<file path="config.mk">
export PLATFORM = sky130hd
export DESIGN_NAME = sltpt_line_buf
export DESIGN_NICKNAME = d
export VERILOG_FILES = /design/src/sv/sltpt_pkg.sv /design/src/sv/sltpt_line_buf.sv
export SDC_FILE = /design/constraint.sdc
export NUM_CORES = 2
export LEC_CHECK = 0
export BUFFER_PORTS_ARGS = -buffer_cell sky130_fd_sc_hd__buf_2
export CORE_MARGIN = 2
export CORE_UTILIZATION = 38
export DETAILED_ROUTE_END_ITERATION = 8
export GPL_TIMING_DRIVEN = 0
export PLACE_DENSITY = 0.65
export SLEW_MARGIN = 20
export SYNTH_ARGS = -nofsm -noshare
export SYNTH_HDL_FRONTEND = slang
export SYNTH_SLANG_ARGS = --single-unit
</file>
<file path="constraint.sdc">
create_clock -name clock -period 2.7 [get_ports clock]
set_input_delay 0.135 -clock clock [delete_from_list [all_inputs] [get_ports clock]]
set_output_delay 0.135 -clock clock [all_outputs]
set_load 0.02 [all_outputs]
</file>
<file path="src/sv/sltpt_pkg.sv">
// ----------------------------------------------------------------------------
// sltpt_pkg
// Shared constants and types for the sorted line table with packed text.
// ----------------------------------------------------------------------------
`default_nettype none

package sltpt_pkg;

   localparam int MAX_LINES_DEF    = 1024;
   localparam int STORE_BYTES_DEF  = 16384;
   localparam int MAX_LINE_LEN_DEF = 256;

   localparam logic [1:0] REQ_CHAR   = 2'd0;
   localparam logic [1:0] REQ_COMMIT = 2'd1;
   localparam logic [1:0] REQ_FIND   = 2'd2;
   localparam logic [1:0] REQ_READ   = 2'd3;

   localparam logic [2:0] ST_OK         = 3'd0;
   localparam logic [2:0] ST_TOO_LONG   = 3'd1;
   localparam logic [2:0] ST_TABLE_FULL = 3'd2;
   localparam logic [2:0] ST_STORE_FULL = 3'd3;
   localparam logic [2:0] ST_RESERVED   = 3'd4;

   localparam logic [15:0] RESERVED_NUMBER = 16'hFFFF;
   localparam logic [7:0]  CH_NUL   = 8'h00;
   localparam logic [7:0]  CH_ZERO  = 8'h30;
   localparam logic [7:0]  CH_NINE  = 8'h39;
   localparam logic [7:0]  CH_SPACE = 8'h20;

   localparam int LEN_W = 11;

   typedef struct packed {
      logic [15:0]      number;
      logic [LEN_W-1:0] length;
      logic             too_long;
   } pend_info_type;

endpackage

`default_nettype wire

</file>
<file path="src/sv/sltpt_line_buf.sv">
// ----------------------------------------------------------------------------
// sltpt_line_buf
// Parses typed characters into a line number and buffers the line text.
// ----------------------------------------------------------------------------
`default_nettype none

module sltpt_line_buf #(
   parameter int MAX_LINE_LEN = sltpt_pkg::MAX_LINE_LEN_DEF
) (
   input  wire logic                            clock,
   input  wire logic                            reset,
   input  wire logic                            char_we,
   input  wire logic [7:0]                      ch,
   input  wire logic                            clear,
   input  wire logic [$clog2(MAX_LINE_LEN)-1:0] rd_addr,
   output logic      [7:0]                      rd_data,
   output sltpt_pkg::pend_info_type             info,
   output logic                                 reject
);

   localparam int LAW = $clog2(MAX_LINE_LEN);
   localparam int LW  = $clog2(MAX_LINE_LEN + 1);

   typedef enum logic [2:0] {
      PH_DIGITS = 3'b001,
      PH_SKIP   = 3'b010,
      PH_TEXT   = 3'b100
   } phase_type;

   phase_type   phase_ff, phase_in;
   logic [15:0] num_ff, num_in;
   logic [LW-1:0] len_ff, len_in;
   logic        long_ff, long_in;
   logic        store;
   logic        is_digit, is_space;
   logic [15:0] num_x10;
   logic [7:0]  mem [MAX_LINE_LEN];
   logic [7:0]  rd_data_ff;

   assign is_digit = (ch >= sltpt_pkg::CH_ZERO) && (ch <= sltpt_pkg::CH_NINE);
   assign is_space = (ch == sltpt_pkg::CH_SPACE);
   assign num_x10  = {num_ff[12:0], 3'b000} + {num_ff[14:0], 1'b0};

   always_comb begin
      phase_in = phase_ff;
      num_in   = num_ff;
      len_in   = len_ff;
      long_in  = long_ff;
      store    = 1'b0;
      reject   = 1'b0;
      if (char_we && (ch != sltpt_pkg::CH_NUL)) begin
         if ((phase_ff == PH_DIGITS) && is_digit) begin
            num_in = num_x10 + 16'(ch - sltpt_pkg::CH_ZERO);
         end else if ((phase_ff != PH_TEXT) && is_space) begin
            phase_in = PH_SKIP;
         end else begin
            phase_in = PH_TEXT;
            if (len_ff < LW'(MAX_LINE_LEN)) begin
               store  = 1'b1;
               len_in = len_ff + 1'b1;
            end else begin
               long_in = 1'b1;
               reject  = 1'b1;
            end
         end
      end
      if (clear) begin
         phase_in = PH_DIGITS;
         num_in   = '0;
         len_in   = '0;
         long_in  = 1'b0;
      end
   end

   always_ff @(posedge clock) begin
      if (reset) begin
         phase_ff <= PH_DIGITS;
         num_ff   <= '0;
         len_ff   <= '0;
         long_ff  <= 1'b0;
      end else begin
         phase_ff <= phase_in;
         num_ff   <= num_in;
         len_ff   <= len_in;
         long_ff  <= long_in;
      end
   end

   always_ff @(posedge clock) begin
      if (store) begin
         mem[len_ff[LAW-1:0]] <= ch;
      end
      rd_data_ff <= mem[rd_addr];
   end

   assign rd_data       = rd_data_ff;
   assign info.number   = num_ff;
   assign info.length   = sltpt_pkg::LEN_W'(len_ff);
   assign info.too_long = long_ff;

endmodule

`default_nettype wire

</file>
==> results.toml <==
[synthesis]
yosysWarnings = 0
synth_mux_area_share_pct = 17.3
synth_top_family_by_area = "multiplexers"
synth-async-reset-ratio_pct = 0
netlist_area_mm2 = 0.0816
synth_simple_gate_area_share_pct = 2.42
synth_cell_types = 55
syn_area_per_cell_um2 = 22.0
synth_xor_area_share_pct = 0.225
synth-compound-area-share_pct = 1.69
ys_ff_latch = 2085
synthAdderAreaFrac_pct = 0.656
synth_top_area_share_pct = 75.4
yosys_most_used_dff = "edfxtp_1"
synth_cells = 3714
synth_top_cell_by_area = "edfxtp_1"
synth_edf_count = 2048
yosys-top-cells-area = "edfxtp_1 75%, mux4_2 16%, nor2_1 1.3%, mux2i_1 1.3%, dfxtp_1 0.91%"
seq_area_frac_synth_pct = 76.3

[finish]
area_growth_pct = 21.8
most-common-layout-cells = "2048 x edfxtp_1, 565 x mux4_2, 249 x nor2_4"
nNetsFinal = 4300
layout.cells.non_filler = 7245
layout_commonest_cell = "edfxtp_1"
drive_above_1_share_pct = 38.7
fin_util_pct = 46.4

[sta]
setup_violations = 69
fin_skew_ns = 0.0370
period_minus_slack_ns = 2.84
max_freq_mhz = 352
finalCritPeriodShare_pct = 105
setup_tns_ns = -3.14
rsz0062_at_grt = "yes"
worst_slack_ns = -0.142
drv_slew = 0
report.final.hold_viol_count = 0
worst_pin_slew_ns = 1.19
slew_headroom_pct = 20.6
fin_hold_ws_ns = 0.000124

[route]
finalWirelength_um = 236000
drcViolationCount = 0
wl_met3_um = 25900
dr.pass1.iters = 7
via_count = 42400
top_layer = "met5"
ant_nets = 0
wl_per_cell_um = 32.5
m1WireLength_um = 89800
wl_met2_um = 109000
drt_iter0_drc = 6327
post_drt_via_cell_ratio = 5.85

[floorplanning]
num_rows = 170
start_util_pct = 38.1
die_area_mm2 = 0.218
io-pin-count = 57
die_w_um = 467
coreArea_mm2 = 0.214
dieHeight_um = 467

[clocking]
cts_max_path_buffers = 3
cts.sinks = 2085
htreeDepth = 4
cts.clk_slew.worst_paths_ns = 0.06
cts_tree = "done"
cts_root_buf = "clkbuf_16"
cts_made_buffers = 200
clkLatencyLatePin_ns = 0.84

[global_routing]
grtUsageTotal_pct = 21.4
grt_max_degree = 133
grt_remaining_overflow = 0
antenna_found_initial = 16
grt_pass1_vias = 42200
grt_first_pass_wirelength_um = 327000

[power_and_ir_drop]
leakagePower_nw = 30.9
powerDensity_mw_per_mm2 = 675
ir_worst_vdd_mv = 0.734

[placed_design]
placed_cells = 6628
io_buffers = 49
gp_congestion = 0.904
hpwl_um = 146000

[setup_path]
setup.worst_path.start = "rd_addr[3]"
startpoint_type = "primary input"
worstPathRequired_ns = 3.37
reg2reg_to = "mem[27][5]$_DFFE_PP_"
regToRegStartpoint = "len_ff[4]$_SDFFE_PP0P_"
path_max_fanout = 10
crit_type = "primary input to flop"
rrSetupSlack_ns = -0.09
arrival_ns = 3.51
worstSetupEndpointType = "flop"
worstRegToRegCells = 4

[min_path]
hold_class = "primary input to flop"
whs_path_depth = 6
hold_path_startpoint = "ch[1]"
whs_endpoint = "num_ff[1]$_SDFFE_PP0P_"

[status]
violations = "negative setup slack"
status = "finished, violations left"

[job]
maxCapViolCount = 0
-- cell usage after synthesis (3+ instances only) --
master,number
xnor2_1,16
o221ai_1,37
edfxtp_1,2048
fa_1,13
mux2_2,32
clkbuf_1,74
a221oi_1,27
dfxtp_1,37
nand2_1,64
or3_1,9
buf_6,13
a211oi_1,9
a21o_1,5
mux4_2,565
a221o_1,5
o22ai_1,21
nor2b_1,7
a211o_1,5
nor4b_1,3
and2_1,4
o21ai_0,8
nand2b_1,4
a21oi_1,51
nand3_2,8
nor4_1,5
nor2_1,284
nor3_1,23
a31oi_1,9
o311a_1,4
nand3_1,18
buf_1,17
xor2_1,5
or2_2,10
buf_4,41
inv_1,12
ha_1,22
buf_2,70
or3b_1,3
mux2i_1,102
and3_1,3
-- critical path: stages --
cell and delay (ns):
clkbuf_2 0.44, buf_2 0.48, clkbuf_2 0.45, buf_2 0.49
mux2i_1 0.22, o22ai_1 0.58, nor3_1 0.16, a211oi_2 0.50
-- where the power goes --
| group | internal [mW] | switching [mW] | leakage [nW] |
|---|---|---|---|
| combinational | 1.48 | 2.50 | 9.06 |
| clock | 15.3 | 12.2 | 3.10 |
| sequential | 35.5 | 0.0138 | 18.7 |
-- metrics by stage --
stage | area [µm²] | worst slack (ns) | total power, mW
floorplan | 81600 | 0.0537 | 38.0
global placement | 85400 | -6.78 | 39.8
detailed placement | 86100 | -2.23 | 39.8
CTS | 98300 | -0.163 | 67.2
global route | 99400 | -0.0853 | 68.6
finish | 99400 | -0.142 | 67.0
-- per-layer routing --
metal	up-vias	GRT usage, %
met2	2570	33.0
met3	455	5.37
li1	16700	-
met1	22600	29.2
met4	6	8.63
met5	-	0
-- cells by family (layout without fill, tap and decap cells) --
logic type | count (synthesis) | in the layout
AOI/OAI and AO/OA | 192 | 192
xor gates and xnor gates | 21 | 21
adders and majority gates | 35 | 35
buffers and inverters | 227 | 917
DFF | 2085 | 2085
muxes | 699 | 699
other | 1 | 4
and+or+nand+nor | 454 | 454
-- cell type report --
type                    instances  area (µm²)
multi-input cells            1403       20700
fillers                     17400      115000
plain buffers                 213        1480
clock buffers                 255        5350
clock inverters               107        1020
flip-flops and latches       2085       62200
repair buffers                330        5000
inverters                      12        45.0
well taps                    2838        3550
diodes                          2        5.00
-- repair_timing --
action	4_1_cts	5_1_grt
buffers inserted	157	31
pin swaps	129	61
setup endpoints to repair	2068	1937
gates cloned	4	4
endpoints found under the hold margin	684	0
hold buffers	60	0
resized for setup	635	112
-- how the worst max path moves through the flow --
stage | end | cells after the start
6_report | rd_data[5]$_DFF_P_ | 8
3_5_place_dp | mem[102][3]$_DFFE_PP_ | 12
5_1_grt | mem[28][5]$_DFFE_PP_ | 4
4_1_cts | mem[173][7]$_DFFE_PP_ | 8
3_3_place_gp | mem[153][6]$_DFFE_PP_ | 8
2_1_floorplan | num_ff[15]$_SDFFE_PP0P_ | 10
-- registers in the layout, indices dropped and copies added (netlist names) --
signal    flops
long_ff       1
len_ff        9
num_ff       16
mem        2048
rd_data       8
phase_ff      3
Power figures use the tool's default switching activity.
